**src/rtl/core/mst_pkg.sv**
```systemverilog
// ----------------------------------------------------------------------------
// MST engine package
// Shared types and fixed constants of the minimum spanning tree engine.
// ----------------------------------------------------------------------------
package mst_pkg;

    // Depth of the queue that carries sorted edges from the front to the back.
    localparam int FIFO_DEPTH = 4;

    // Fill status of the edge queue, as seen by the producer and the consumer.
    typedef struct packed {
        logic full;
        logic empty;
    } fifo_stat_t;

endpackage

```
**src/rtl/core/mst_ifs.sv**
```systemverilog
// ----------------------------------------------------------------------------
// MST engine channel interfaces
// Valid/ready channels for edges in, tree edges out and the register write.
// ----------------------------------------------------------------------------
interface mst_edge_if #(
    parameter int VB = 5,
    parameter int WB = 16
);
    logic                 valid;
    logic                 ready;
    logic [VB-1:0]        edge_src;
    logic [VB-1:0]        edge_dst;
    logic signed [WB-1:0] edge_weight;
    logic                 last_edge;

    modport source (output valid, edge_src, edge_dst, edge_weight, last_edge, input ready);
    modport sink (input valid, edge_src, edge_dst, edge_weight, last_edge, output ready);
endinterface

interface mst_tree_if #(
    parameter int VB = 5,
    parameter int WB = 16,
    parameter int SB = 21
);
    logic                 valid;
    logic                 ready;
    logic [VB-1:0]        tree_src;
    logic [VB-1:0]        tree_dst;
    logic signed [WB-1:0] tree_weight;
    logic signed [SB-1:0] total_weight;
    logic                 last;
    logic                 no_tree_edge;

    modport source (output valid, tree_src, tree_dst, tree_weight, total_weight, last,
                    no_tree_edge, input ready);
    modport sink (input valid, tree_src, tree_dst, tree_weight, total_weight, last,
                  no_tree_edge, output ready);
endinterface

interface mst_cfg_if #(
    parameter int CB = 6
);
    logic          valid;
    logic          ready;
    logic [CB-1:0] vertex_count;

    modport source (output valid, vertex_count, input ready);
    modport sink (input valid, vertex_count, output ready);
endinterface

```
**src/rtl/core/mst_ram.sv**
```systemverilog
// ----------------------------------------------------------------------------
// MST engine RAM
// Simple dual-port RAM, one write and one registered read per cycle.
// ----------------------------------------------------------------------------
module mst_ram #(
    parameter int WIDTH = 8,
    parameter int DEPTH = 16,
    parameter int AW    = (DEPTH > 1) ? $clog2(DEPTH) : 1
) (
    input  logic             clk,
    input  logic             wr_en,
    input  logic [AW-1:0]    wr_addr,
    input  logic [WIDTH-1:0] wr_data,
    input  logic [AW-1:0]    rd_addr,
    output logic [WIDTH-1:0] rd_data
);
    logic [WIDTH-1:0] mem [DEPTH];
    logic [WIDTH-1:0] rd_data_reg;

    always_ff @(posedge clk)
    begin
        if (wr_en)
        begin
            mem[wr_addr] <= wr_data;
        end
        rd_data_reg <= mem[rd_addr];
    end

    assign rd_data = rd_data_reg;
endmodule

```
**src/rtl/core/mst_fifo.sv**
```systemverilog
// ----------------------------------------------------------------------------
// MST engine edge queue
// Small register queue between the sorting front and the union-find back.
// ----------------------------------------------------------------------------
module mst_fifo #(
    parameter int WIDTH = 8,
    parameter int DEPTH = 4
) (
    input  logic               clk,
    input  logic               rst_n,
    input  logic               push,
    input  logic [WIDTH-1:0]   push_data,
    input  logic               pop,
    output logic [WIDTH-1:0]   pop_data,
    output mst_pkg::fifo_stat_t stat
);
    localparam int PW = (DEPTH > 1) ? $clog2(DEPTH) : 1;

    logic [WIDTH-1:0] slot_reg [DEPTH];
    logic [PW-1:0]    wr_ptr_reg, wr_ptr_next;
    logic [PW-1:0]    rd_ptr_reg, rd_ptr_next;
    logic [PW:0]      fill_reg, fill_next;
    logic             do_push, do_pop;

    assign stat.full  = (fill_reg == (PW+1)'(DEPTH));
    assign stat.empty = (fill_reg == '0);
    assign do_push    = push && !stat.full;
    assign do_pop     = pop && !stat.empty;
    assign pop_data   = slot_reg[rd_ptr_reg];

    always_comb
    begin
        wr_ptr_next = wr_ptr_reg;
        rd_ptr_next = rd_ptr_reg;
        fill_next   = fill_reg;
        if (do_push)
        begin
            wr_ptr_next = (wr_ptr_reg == PW'(DEPTH - 1)) ? '0 : wr_ptr_reg + 1'b1;
        end
        if (do_pop)
        begin
            rd_ptr_next = (rd_ptr_reg == PW'(DEPTH - 1)) ? '0 : rd_ptr_reg + 1'b1;
        end
        if (do_push && !do_pop)
        begin
            fill_next = fill_reg + 1'b1;
        end
        else if (do_pop && !do_push)
        begin
            fill_next = fill_reg - 1'b1;
        end
    end

    always_ff @(posedge clk or negedge rst_n)
    begin
        if (!rst_n)
        begin
            wr_ptr_reg <= '0;
            rd_ptr_reg <= '0;
            fill_reg   <= '0;
        end
        else
        begin
            wr_ptr_reg <= wr_ptr_next;
            rd_ptr_reg <= rd_ptr_next;
            fill_reg   <= fill_next;
        end
    end

    always_ff @(posedge clk)
    begin
        if (do_push)
        begin
            slot_reg[wr_ptr_reg] <= push_data;
        end
    end
endmodule

```
**src/rtl/core/mst_front.sv**
```systemverilog
// ----------------------------------------------------------------------------
// MST engine front
// Loads and filters edges, then emits them in sorted order by repeated scans.
// ----------------------------------------------------------------------------
module mst_front #(
    parameter int MAX_VERTICES = 32,
    parameter int MAX_EDGES    = 64,
    parameter int WEIGHT_BITS  = 16
) (
    input  logic                clk,
    input  logic                rst_n,
    mst_edge_if.sink            edges,
    mst_cfg_if.sink             cfg,
    output logic                push,
    output logic [2*((MAX_VERTICES > 1) ? $clog2(MAX_VERTICES) : 1)+WEIGHT_BITS:0] push_data,
    input  mst_pkg::fifo_stat_t stat
);
    localparam int VB = (MAX_VERTICES > 1) ? $clog2(MAX_VERTICES) : 1;
    localparam int EB = (MAX_EDGES > 1) ? $clog2(MAX_EDGES) : 1;
    localparam int KW = WEIGHT_BITS + 2 * VB;
    localparam int CB = VB + 1;

    localparam logic [1:0] ST_LOAD = 2'd0;
    localparam logic [1:0] ST_SCAN = 2'd1;
    localparam logic [1:0] ST_PUSH = 2'd2;

    logic [1:0]    state_reg, state_next;
    logic [CB-1:0] vcount_reg;
    logic [EB:0]   count_reg, count_next;
    logic [EB:0]   idx_reg, idx_next;
    logic          pend_reg, pend_next;
    logic [KW-1:0] prev_reg, prev_next;
    logic          has_prev_reg, has_prev_next;
    logic [KW-1:0] best_reg, best_next;
    logic          has_best_reg, has_best_next;

    logic [CB-1:0] nv;
    logic          accept, keep;
    logic [KW-1:0] in_key, rd_key;
    logic          key_gt, key_lt;

    assign cfg.ready = 1'b1;
    assign edges.ready = (state_reg == ST_LOAD);
    assign accept = edges.valid && edges.ready;
    assign nv = (vcount_reg > CB'(MAX_VERTICES)) ? CB'(MAX_VERTICES) : vcount_reg;
    assign keep = (count_reg < (EB+1)'(MAX_EDGES)) && ({1'b0, edges.edge_src} < nv)
                  && ({1'b0, edges.edge_dst} < nv);

    // Flipping the weight sign bit makes an unsigned compare of the packed key
    // order edges by signed weight, then source, then destination.
    assign in_key = {~edges.edge_weight[WEIGHT_BITS-1], edges.edge_weight[WEIGHT_BITS-2:0],
                     edges.edge_src, edges.edge_dst};

    mst_ram #(.WIDTH(KW), .DEPTH(MAX_EDGES), .AW(EB)) u_edge_ram (
        .clk     (clk),
        .wr_en   (accept && keep),
        .wr_addr (count_reg[EB-1:0]),
        .wr_data (in_key),
        .rd_addr (idx_reg[EB-1:0]),
        .rd_data (rd_key)
    );

    assign key_gt = !has_prev_reg || (rd_key > prev_reg);
    assign key_lt = !has_best_reg || (rd_key < best_reg);

    assign push      = (state_reg == ST_PUSH);
    assign push_data = {!has_best_reg, best_reg};

    always_comb
    begin
        state_next    = state_reg;
        count_next    = count_reg;
        idx_next      = idx_reg;
        pend_next     = 1'b0;
        prev_next     = prev_reg;
        has_prev_next = has_prev_reg;
        best_next     = best_reg;
        has_best_next = has_best_reg;
        case (state_reg)
            ST_LOAD:
            begin
                if (accept)
                begin
                    if (keep)
                    begin
                        count_next = count_reg + 1'b1;
                    end
                    if (edges.last_edge)
                    begin
                        state_next    = ST_SCAN;
                        idx_next      = '0;
                        has_prev_next = 1'b0;
                        has_best_next = 1'b0;
                    end
                end
            end
            ST_SCAN:
            begin
                if (idx_reg < count_reg)
                begin
                    idx_next  = idx_reg + 1'b1;
                    pend_next = 1'b1;
                end
                if (pend_reg && key_gt && key_lt)
                begin
                    best_next     = rd_key;
                    has_best_next = 1'b1;
                end
                if (idx_reg == count_reg && !pend_reg)
                begin
                    state_next = ST_PUSH;
                end
            end
            ST_PUSH:
            begin
                if (!stat.full)
                begin
                    if (has_best_reg)
                    begin
                        prev_next     = best_reg;
                        has_prev_next = 1'b1;
                        has_best_next = 1'b0;
                        idx_next      = '0;
                        state_next    = ST_SCAN;
                    end
                    else
                    begin
                        count_next = '0;
                        state_next = ST_LOAD;
                    end
                end
            end
            default:
            begin
                state_next = ST_LOAD;
            end
        endcase
    end

    always_ff @(posedge clk or negedge rst_n)
    begin
        if (!rst_n)
        begin
            state_reg    <= ST_LOAD;
            vcount_reg   <= CB'(32);
            count_reg    <= '0;
            idx_reg      <= '0;
            pend_reg     <= 1'b0;
            has_prev_reg <= 1'b0;
            has_best_reg <= 1'b0;
        end
        else
        begin
            state_reg    <= state_next;
            count_reg    <= count_next;
            idx_reg      <= idx_next;
            pend_reg     <= pend_next;
            has_prev_reg <= has_prev_next;
            has_best_reg <= has_best_next;
            if (cfg.valid)
            begin
                vcount_reg <= cfg.vertex_count;
            end
        end
    end

    always_ff @(posedge clk)
    begin
        prev_reg <= prev_next;
        best_reg <= best_next;
    end
endmodule

```
**src/rtl/core/mst_back.sv**
```systemverilog
// ----------------------------------------------------------------------------
// MST engine back
// Union-find over sorted edges; emits tree edges with a running weight sum.
// ----------------------------------------------------------------------------
module mst_back #(
    parameter int MAX_VERTICES = 32,
    parameter int MAX_EDGES    = 64,
    parameter int WEIGHT_BITS  = 16
) (
    input  logic                clk,
    input  logic                rst_n,
    output logic                pop,
    input  logic [2*((MAX_VERTICES > 1) ? $clog2(MAX_VERTICES) : 1)+WEIGHT_BITS:0] pop_data,
    input  mst_pkg::fifo_stat_t stat,
    mst_tree_if.source          tree
);
    localparam int VB = (MAX_VERTICES > 1) ? $clog2(MAX_VERTICES) : 1;
    localparam int EB = (MAX_EDGES > 1) ? $clog2(MAX_EDGES) : 1;
    localparam int KW = WEIGHT_BITS + 2 * VB;
    localparam int SB = WEIGHT_BITS + EB - 1;
    localparam int PW = VB + 2;

    localparam logic [3:0] ST_CLEAR  = 4'd0;
    localparam logic [3:0] ST_IDLE   = 4'd1;
    localparam logic [3:0] ST_FU_RD  = 4'd2;
    localparam logic [3:0] ST_FU_CHK = 4'd3;
    localparam logic [3:0] ST_FV_RD  = 4'd4;
    localparam logic [3:0] ST_FV_CHK = 4'd5;
    localparam logic [3:0] ST_MERGE1 = 4'd6;
    localparam logic [3:0] ST_MERGE2 = 4'd7;
    localparam logic [3:0] ST_EMIT   = 4'd8;
    localparam logic [3:0] ST_FINISH = 4'd9;

    logic [3:0]           state_reg, state_next;
    logic [VB-1:0]        clr_reg, clr_next;
    logic [KW-1:0]        cur_reg, cur_next;
    logic [VB-1:0]        x_reg, x_next;
    logic [VB-1:0]        pu_reg, pu_next;
    logic signed [PW-1:0] su_reg, su_next;
    logic [VB-1:0]        pv_reg, pv_next;
    logic signed [PW-1:0] sv_reg, sv_next;
    logic signed [SB-1:0] sum_reg, sum_next;
    logic                 hold_vld_reg, hold_vld_next;
    logic [KW-1:0]        hold_key_reg, hold_key_next;
    logic signed [SB-1:0] hold_sum_reg, hold_sum_next;
    logic                 out_vld_reg, out_vld_next;
    logic [KW-1:0]        out_key_reg, out_key_next;
    logic signed [SB-1:0] out_sum_reg, out_sum_next;
    logic                 out_last_reg, out_last_next;
    logic                 out_none_reg, out_none_next;

    logic                 wr_en;
    logic [VB-1:0]        wr_addr;
    logic signed [PW-1:0] wr_data;
    logic signed [PW-1:0] rd_data;
    logic                 out_free;
    logic signed [WEIGHT_BITS-1:0] cur_w;
    logic signed [SB-1:0]          cur_wx;

    mst_ram #(.WIDTH(PW), .DEPTH(MAX_VERTICES), .AW(VB)) u_set_ram (
        .clk     (clk),
        .wr_en   (wr_en),
        .wr_addr (wr_addr),
        .wr_data (wr_data),
        .rd_addr (x_reg),
        .rd_data (rd_data)
    );

    assign cur_w    = {~cur_reg[KW-1], cur_reg[KW-2:2*VB]};
    assign cur_wx   = SB'(cur_w);
    assign out_free = !out_vld_reg || tree.ready;
    assign pop      = (state_reg == ST_IDLE) && !stat.empty;

    assign tree.valid        = out_vld_reg;
    assign tree.tree_src     = out_none_reg ? '0 : out_key_reg[2*VB-1:VB];
    assign tree.tree_dst     = out_none_reg ? '0 : out_key_reg[VB-1:0];
    assign tree.tree_weight  = out_none_reg ? '0 :
                               {~out_key_reg[KW-1], out_key_reg[KW-2:2*VB]};
    assign tree.total_weight = out_none_reg ? '0 : out_sum_reg;
    assign tree.last         = out_last_reg;
    assign tree.no_tree_edge = out_none_reg;

    always_comb
    begin
        state_next    = state_reg;
        clr_next      = clr_reg;
        cur_next      = cur_reg;
        x_next        = x_reg;
        pu_next       = pu_reg;
        su_next       = su_reg;
        pv_next       = pv_reg;
        sv_next       = sv_reg;
        sum_next      = sum_reg;
        hold_vld_next = hold_vld_reg;
        hold_key_next = hold_key_reg;
        hold_sum_next = hold_sum_reg;
        out_vld_next  = out_vld_reg && !tree.ready;
        out_key_next  = out_key_reg;
        out_sum_next  = out_sum_reg;
        out_last_next = out_last_reg;
        out_none_next = out_none_reg;
        wr_en         = 1'b0;
        wr_addr       = clr_reg;
        wr_data       = -PW'(1);
        case (state_reg)
            ST_CLEAR:
            begin
                wr_en    = 1'b1;
                clr_next = clr_reg + 1'b1;
                if (clr_reg == VB'(MAX_VERTICES - 1))
                begin
                    clr_next   = '0;
                    state_next = ST_IDLE;
                end
            end
            ST_IDLE:
            begin
                if (!stat.empty)
                begin
                    if (pop_data[KW])
                    begin
                        state_next = ST_FINISH;
                    end
                    else
                    begin
                        cur_next   = pop_data[KW-1:0];
                        x_next     = pop_data[2*VB-1:VB];
                        state_next = ST_FU_RD;
                    end
                end
            end
            ST_FU_RD:
            begin
                state_next = ST_FU_CHK;
            end
            ST_FU_CHK:
            begin
                if (!rd_data[PW-1])
                begin
                    x_next     = rd_data[VB-1:0];
                    state_next = ST_FU_RD;
                end
                else
                begin
                    pu_next    = x_reg;
                    su_next    = rd_data;
                    x_next     = cur_reg[VB-1:0];
                    state_next = ST_FV_RD;
                end
            end
            ST_FV_RD:
            begin
                state_next = ST_FV_CHK;
            end
            ST_FV_CHK:
            begin
                if (!rd_data[PW-1])
                begin
                    x_next     = rd_data[VB-1:0];
                    state_next = ST_FV_RD;
                end
                else
                begin
                    pv_next    = x_reg;
                    sv_next    = rd_data;
                    state_next = (x_reg == pu_reg) ? ST_IDLE : ST_MERGE1;
                end
            end
            ST_MERGE1:
            begin
                // The larger set keeps its root; on a tie the destination wins.
                wr_en      = 1'b1;
                wr_data    = su_reg + sv_reg;
                wr_addr    = (su_reg < sv_reg) ? pu_reg : pv_reg;
                state_next = ST_MERGE2;
            end
            ST_MERGE2:
            begin
                wr_en      = 1'b1;
                wr_addr    = (su_reg < sv_reg) ? pv_reg : pu_reg;
                wr_data    = (su_reg < sv_reg) ? PW'({2'b00, pu_reg}) : PW'({2'b00, pv_reg});
                sum_next   = sum_reg + cur_wx;
                state_next = ST_EMIT;
            end
            ST_EMIT:
            begin
                // One tree edge is held back so the final one can carry last.
                if (!hold_vld_reg || out_free)
                begin
                    if (hold_vld_reg)
                    begin
                        out_vld_next  = 1'b1;
                        out_key_next  = hold_key_reg;
                        out_sum_next  = hold_sum_reg;
                        out_last_next = 1'b0;
                        out_none_next = 1'b0;
                    end
                    hold_vld_next = 1'b1;
                    hold_key_next = cur_reg;
                    hold_sum_next = sum_reg;
                    state_next    = ST_IDLE;
                end
            end
            ST_FINISH:
            begin
                if (out_free)
                begin
                    out_vld_next  = 1'b1;
                    out_key_next  = hold_key_reg;
                    out_sum_next  = hold_sum_reg;
                    out_last_next = 1'b1;
                    out_none_next = !hold_vld_reg;
                    hold_vld_next = 1'b0;
                    sum_next      = '0;
                    state_next    = ST_CLEAR;
                end
            end
            default:
            begin
                state_next = ST_CLEAR;
            end
        endcase
    end

    always_ff @(posedge clk or negedge rst_n)
    begin
        if (!rst_n)
        begin
            state_reg    <= ST_CLEAR;
            clr_reg      <= '0;
            sum_reg      <= '0;
            hold_vld_reg <= 1'b0;
            out_vld_reg  <= 1'b0;
        end
        else
        begin
            state_reg    <= state_next;
            clr_reg      <= clr_next;
            sum_reg      <= sum_next;
            hold_vld_reg <= hold_vld_next;
            out_vld_reg  <= out_vld_next;
        end
    end

    always_ff @(posedge clk)
    begin
        cur_reg      <= cur_next;
        x_reg        <= x_next;
        pu_reg       <= pu_next;
        su_reg       <= su_next;
        pv_reg       <= pv_next;
        sv_reg       <= sv_next;
        hold_key_reg <= hold_key_next;
        hold_sum_reg <= hold_sum_next;
        out_key_reg  <= out_key_next;
        out_sum_reg  <= out_sum_next;
        out_last_reg <= out_last_next;
        out_none_reg <= out_none_next;
    end
endmodule

```
**src/rtl/core/minimum_spanning_tree_engine.sv**
```systemverilog
// ----------------------------------------------------------------------------
// Minimum spanning tree engine
// Kruskal's algorithm: edge load, sort by repeated scans, union-find merging.
// ----------------------------------------------------------------------------
// Edges load at one request per cycle while the front is in its load state;
// it takes none while it scans or pushes. After the last edge, sorting scans
// the stored edges repeatedly, each scan finding the next larger key.
// The union-find back reads and then checks each step of each root walk,
// and overlaps with sorting through a four-entry queue.
// Reset clears all control state; the back then sets every vertex to a root
// and repeats that pass after every run.
// ----------------------------------------------------------------------------
module minimum_spanning_tree_engine #(
    parameter int MAX_VERTICES = 32,
    parameter int MAX_EDGES    = 64,
    parameter int WEIGHT_BITS  = 16
) (
    input logic        clk,
    input logic        rst_n,
    mst_edge_if.sink   edges,
    mst_cfg_if.sink    cfg,
    mst_tree_if.source tree
);
    localparam int VB = (MAX_VERTICES > 1) ? $clog2(MAX_VERTICES) : 1;
    localparam int KW = WEIGHT_BITS + 2 * VB;

    // Queue entries carry a packed sort key and an end-of-run marker on top.
    logic                push;
    logic [KW:0]         push_data;
    logic                pop;
    logic [KW:0]         pop_data;
    mst_pkg::fifo_stat_t stat;

    // The front stores requests, then finds the next larger key on each scan.
    // Identical edges collapse into one, which never changes the tree chosen.
    mst_front #(
        .MAX_VERTICES (MAX_VERTICES),
        .MAX_EDGES    (MAX_EDGES),
        .WEIGHT_BITS  (WEIGHT_BITS)
    ) u_front (
        .clk       (clk),
        .rst_n     (rst_n),
        .edges     (edges),
        .cfg       (cfg),
        .push      (push),
        .push_data (push_data),
        .stat      (stat)
    );

    mst_fifo #(
        .WIDTH (KW + 1),
        .DEPTH (mst_pkg::FIFO_DEPTH)
    ) u_fifo (
        .clk       (clk),
        .rst_n     (rst_n),
        .push      (push),
        .push_data (push_data),
        .pop       (pop),
        .pop_data  (pop_data),
        .stat      (stat)
    );

    // The back walks the forest in its RAM and drives the result register.
    mst_back #(
        .MAX_VERTICES (MAX_VERTICES),
        .MAX_EDGES    (MAX_EDGES),
        .WEIGHT_BITS  (WEIGHT_BITS)
    ) u_back (
        .clk      (clk),
        .rst_n    (rst_n),
        .pop      (pop),
        .pop_data (pop_data),
        .stat     (stat),
        .tree     (tree)
    );
endmodule
```
**src/flat_wrapper.sv**
```systemverilog
// flat-port wrapper written by rule: the top's interface ports become plain ports
module minimum_spanning_tree_engine_flat 
#(
    parameter int MAX_VERTICES = 32,
    parameter int MAX_EDGES    = 64,
    parameter int WEIGHT_BITS  = 16
)
  (clk, rst_n, edges_valid, edges_edge_src, edges_edge_dst, edges_edge_weight, edges_last_edge, edges_ready, cfg_valid, cfg_vertex_count, cfg_ready, tree_valid, tree_tree_src, tree_tree_dst, tree_tree_weight, tree_total_weight, tree_last, tree_no_tree_edge, tree_ready);
  mst_edge_if edges_i ();
  mst_cfg_if cfg_i ();
  mst_tree_if tree_i ();
  input logic clk;
  input logic rst_n;
  input wire logic [$bits(edges_i.valid)-1:0] edges_valid;
  input wire logic [$bits(edges_i.edge_src)-1:0] edges_edge_src;
  input wire logic [$bits(edges_i.edge_dst)-1:0] edges_edge_dst;
  input wire logic [$bits(edges_i.edge_weight)-1:0] edges_edge_weight;
  input wire logic [$bits(edges_i.last_edge)-1:0] edges_last_edge;
  output wire logic [$bits(edges_i.ready)-1:0] edges_ready;
  input wire logic [$bits(cfg_i.valid)-1:0] cfg_valid;
  input wire logic [$bits(cfg_i.vertex_count)-1:0] cfg_vertex_count;
  output wire logic [$bits(cfg_i.ready)-1:0] cfg_ready;
  output wire logic [$bits(tree_i.valid)-1:0] tree_valid;
  output wire logic [$bits(tree_i.tree_src)-1:0] tree_tree_src;
  output wire logic [$bits(tree_i.tree_dst)-1:0] tree_tree_dst;
  output wire logic [$bits(tree_i.tree_weight)-1:0] tree_tree_weight;
  output wire logic [$bits(tree_i.total_weight)-1:0] tree_total_weight;
  output wire logic [$bits(tree_i.last)-1:0] tree_last;
  output wire logic [$bits(tree_i.no_tree_edge)-1:0] tree_no_tree_edge;
  input wire logic [$bits(tree_i.ready)-1:0] tree_ready;
  assign edges_i.valid = edges_valid;
  assign edges_i.edge_src = edges_edge_src;
  assign edges_i.edge_dst = edges_edge_dst;
  assign edges_i.edge_weight = edges_edge_weight;
  assign edges_i.last_edge = edges_last_edge;
  assign edges_ready = edges_i.ready;
  assign cfg_i.valid = cfg_valid;
  assign cfg_i.vertex_count = cfg_vertex_count;
  assign cfg_ready = cfg_i.ready;
  assign tree_valid = tree_i.valid;
  assign tree_tree_src = tree_i.tree_src;
  assign tree_tree_dst = tree_i.tree_dst;
  assign tree_tree_weight = tree_i.tree_weight;
  assign tree_total_weight = tree_i.total_weight;
  assign tree_last = tree_i.last;
  assign tree_no_tree_edge = tree_i.no_tree_edge;
  assign tree_i.ready = tree_ready;
  minimum_spanning_tree_engine #(.MAX_VERTICES(MAX_VERTICES), .MAX_EDGES(MAX_EDGES), .WEIGHT_BITS(WEIGHT_BITS)) u_core (.clk(clk), .rst_n(rst_n), .edges(edges_i), .cfg(cfg_i), .tree(tree_i));
endmodule
```
**config.mk**
```make
export PLATFORM = sky130hd
export DESIGN_NAME = minimum_spanning_tree_engine_flat
export DESIGN_NICKNAME = d
export VERILOG_FILES = /design/src/rtl/core/mst_pkg.sv /design/src/rtl/core/mst_ifs.sv /design/src/rtl/core/mst_ram.sv /design/src/rtl/core/mst_fifo.sv /design/src/rtl/core/mst_front.sv /design/src/rtl/core/mst_back.sv /design/src/rtl/core/minimum_spanning_tree_engine.sv /design/src/flat_wrapper.sv
export SDC_FILE = /design/constraint.sdc
export NUM_CORES = 2
export LEC_CHECK = 0
export BUFFER_PORTS_ARGS = -buffer_cell sky130_fd_sc_hd__buf_4
export CORE_MARGIN = 2
export CORE_UTILIZATION = 53
export DETAILED_ROUTE_END_ITERATION = 16
export PLACE_DENSITY = 0.67
export SLEW_MARGIN = 0
export SYNTH_ARGS = -nofsm -noshare
export SYNTH_HDL_FRONTEND = slang
export SYNTH_SLANG_ARGS = --single-unit
```
**constraint.sdc**
```tcl
create_clock -name clk -period 6.25 [get_ports clk]
set_input_delay 0.625 -clock clk [delete_from_list [all_inputs] [get_ports clk]]
set_output_delay 0.625 -clock clk [all_outputs]
set_load 0.1 [all_outputs]
```
==> results.json <==
{
  "worst-setup-path-type": "reg2reg",
  "synthToLayoutAreaGrowth_pct": 12.3,
  "synth.distinct_cells": 67,
  "drive_gt1_share_pct": 28.0,
  "route.detailed.drc": 0,
  "largest_reg_flops": 1664,
  "fin_crit_ps": 4420,
  "intPower_mw": 26.8,
  "stdcell_count": 6585,
  "crit_family": "simple AND/OR/NAND/NOR gates",
  "ios": 90,
  "synth_area_per_cell_um2": 22.4,
  "final_common_cell": "edfxtp_1",
  "drv_cap": 0,
  "antenna_found_initial": 8,
  "p_per_area_nw_per_um2": 355,
  "fin_tns_setup_ps": 0,
  "grt_max_degree": 120,
  "die-width_um": 414,
  "cts_tree": "done",
  "clockRootBuffer": "clkbuf_16",
  "relSlewSlack_pct": 17.0,
  "ys_ff_latch": 2294,
  "die_h_um": 414,
  "power_mw": 35.6,
  "hold_class": "in2reg",
  "slowest_stage": "nor2_4",
  "wl_mm": 199,
  "tightest_slew_ps": 1240,
  "cts_buffers": 219,
  "grt_pass1_wl_mm": 289,
  "yosysTopAreaCellShare_pct": 73.9,
  "grt_setup_unrepaired": "no",
  "fmax_mhz": 226,
  "n_fill_cell": 11500,
  "final.setup_skew_ps": 58.1,
  "hp-start": "edges_edge_dst[3]",
  "slowest_delay_ps": 920,
  "hold_viol": 0,
  "cp.required_ps": 6710,
  "grt_usage_pct": 23.3,
  "async_flop_share_pct": 2.79,
  "cts_setup_buffers": 0,
  "syn_inst": 3993,
  "switchingPower_mw": 8.77,
  "portBuffers": 88,
  "finalMaxSlewViolations": 0,
  "start_kind": "flip-flop",
  "setup_viol": 0,
  "die_area_um2": 172000,
  "layout.nets": 4340,
  "power_frac_clock_pct": 36.9,
  "synth_nets": 4142,
  "wl_per_cell_um": 30.2,
  "ys_warn_count": 0,
  "cts_max_path_buffers": 3,
  "worstPathCellList": "nand2b_1, ha_1, a21o_1, a21o_1, a21o_1, a221oi_4, o21a_1, nand4_4, nor2_4",
  "synthFlopType": "edfxtp_1",
  "ys_seq_area_share_pct": 76.5,
  "power.leakage_nw": 32.0,
  "crit_start": "u_core.u_front.vcount_reg[5]$_DFFE_PN1P_",
  "placed_area_um2": 93100,
  "core-area_um2": 167000,
  "start_util_pct": 53.4,
  "row_count": 150,
  "cp_max_fo": 26,
  "first_pass_iters": 5,
  "final_cell_mix": "edfxtp_1, mux4_2, clkbuf_16",
  "synth_area_leaders": "edfxtp_1, mux4_2, dfrtp_1",
  "grt_pass1_vias": 40400,
  "cpMostUsedCell": "a21o_1",
  "clk_pin_slew_ps": 60,
  "yosys.area.top_type": "edfxtp_1",
  "netlist_area_um2": 89300,
  "clk_latency_ps": 870,
  "place_inst": 6172,
  "pwr-share-seq_pct": 49.3,
  "hpwl_mm": 122,
  "via_count": 40700,
  "htree_levels": 4,
  "worst_ep_arrival_time_ps": 4880,
  "overflow": 0,
  "crit-reg2reg-launch": "u_core.u_front.vcount_reg[5]$_DFFE_PN1P_",
  "final_cell_area_um2": 100000,
  "cp.buffers_inverters": 0,
  "drt_iter0_drc": 4928,
  "ir_drop_uv": 316,
  "end_kind": "flip-flop",
  "status": "finished clean",
  "gp_routability_congestion": 0.881,
  "cts_sinks": 2294,
  "fin_crit_sh_pct": 70.7,
  "vias_per_cell": 6.19,
  "switching_share_pct": 24.6,
  "p_comb_share_pct": 13.7,
  "final_antenna_net_count": 0,
  "synth-edff-count": 2197
}
final timing paths:
kind	depth (start not counted)	slack, ps	endpoint
worst max-delay path	9	1830	u_core.u_front.u_edge_ram.mem[10][24]$_DFFE_PP_
worst min-delay path	1	60	u_core.u_front.u_edge_ram.mem[48][3]$_DFFE_PP_
worst max register to register	9	1830	u_core.u_front.u_edge_ram.mem[10][24]$_DFFE_PP_
worst min register to register	0	420	u_core.u_back.out_sum_reg[7]$_DFFE_PP_
max in group asynchronous	2	4940	u_core.u_front.idx_reg[0]$_DFFE_PN0P_
min in group asynchronous	2	500	u_core.u_back.sum_reg[11]$_DFFE_PN0P_
Yosys cell counts (all sizes together), types with 3 or more instances:
library cell,count
nand2b,15
a211oi,4
o221ai,3
a2111oi,3
a211o,3
mux2i,12
nor3,12
dfxtp,33
nor2b,59
o31ai,5
o21bai,5
o211ai,7
clkbuf,101
ha,108
nor3b,3
buf,75
nand3,19
xor2,23
or4,3
and2,8
a21oi,52
xnor2,13
dfrtp,63
mux2,22
or4b,3
inv,91
nand2,80
fa,3
o21a,8
nand4,26
mux4,643
and3,7
and4,3
a22oi,5
a31oi,3
a21o,36
nor2,138
edfxtp,2197
nand3b,3
or2,4
o21ai,66
through the flow:
stage          hold slack, ps  worst slack, ps  utilization [%]
3_3_place_gp              403             1750             55.6
6_report                 62.5             1830             60.0
2_1_floorplan             329             1120                -
4_1_cts                  31.1             1820             60.0
3_5_place_dp              405             1630             55.6
5_1_grt                  22.6             1660             60.0
timing repair:
| action | CTS | global route |
|---|---|---|
| hold endpoints to repair | 64 | 0 |
| gates resized for setup | 0 | 0 |
| hold buffers | 2 | 0 |
cell families after synthesis:
kind of cell    Yosys count  share of synthesized area [%]
xor+xnor                 36                          0.353
simple gates            390                           2.21
fa+ha+maj               111                           1.58
mux                     677                           16.6
compound gates          217                           1.55
flops                  2294                           76.5
other cells               1                        0.00420
buf+inv                 267                           1.21
layer usage:
layer | vias to the layer above | routed length (µm) | track usage (%) | share of wire (%)
met3 | 241 | 13800 | 3.73 | 7.0
met5 | - | 13 | 0 | 0.0065
met1 | 21800 | 86000 | 35.5 | 43
met4 | 2 | 5080 | 6.30 | 2.6
li1 | 17100 | - | - | -
met2 | 1534 | 93700 | 35.7 | 47
power groups by stage:
| stage | combinational, mW | sequential [mW] | clock (mW) |
|---|---|---|---|
| floorplan | 3.25 | 17.6 | 0 |
| global placement | 4.89 | 17.9 | 0 |
| detailed placement | 4.93 | 17.9 | 0 |
| CTS | 4.95 | 17.6 | 13.3 |
| global route | 5.17 | 17.6 | 13.9 |
| finish | 4.89 | 17.6 | 13.1 |
layout make-up:
cell class / count / area [µm²] / area share, %
antenna: 3 / 7.51 / 0.00749
clock buffer: 266 / 5740 / 5.72
clock inverter: 142 / 1440 / 1.43
inverter: 91 / 342 / 0.341
multi-input combinational: 1432 / 20500 / 20.4
sequential: 2294 / 68300 / 68.1
tap: 2204 / 2760 / 2.75
timing repair buffer: 153 / 1250 / 1.25
(Power assumes the default switching activity.)
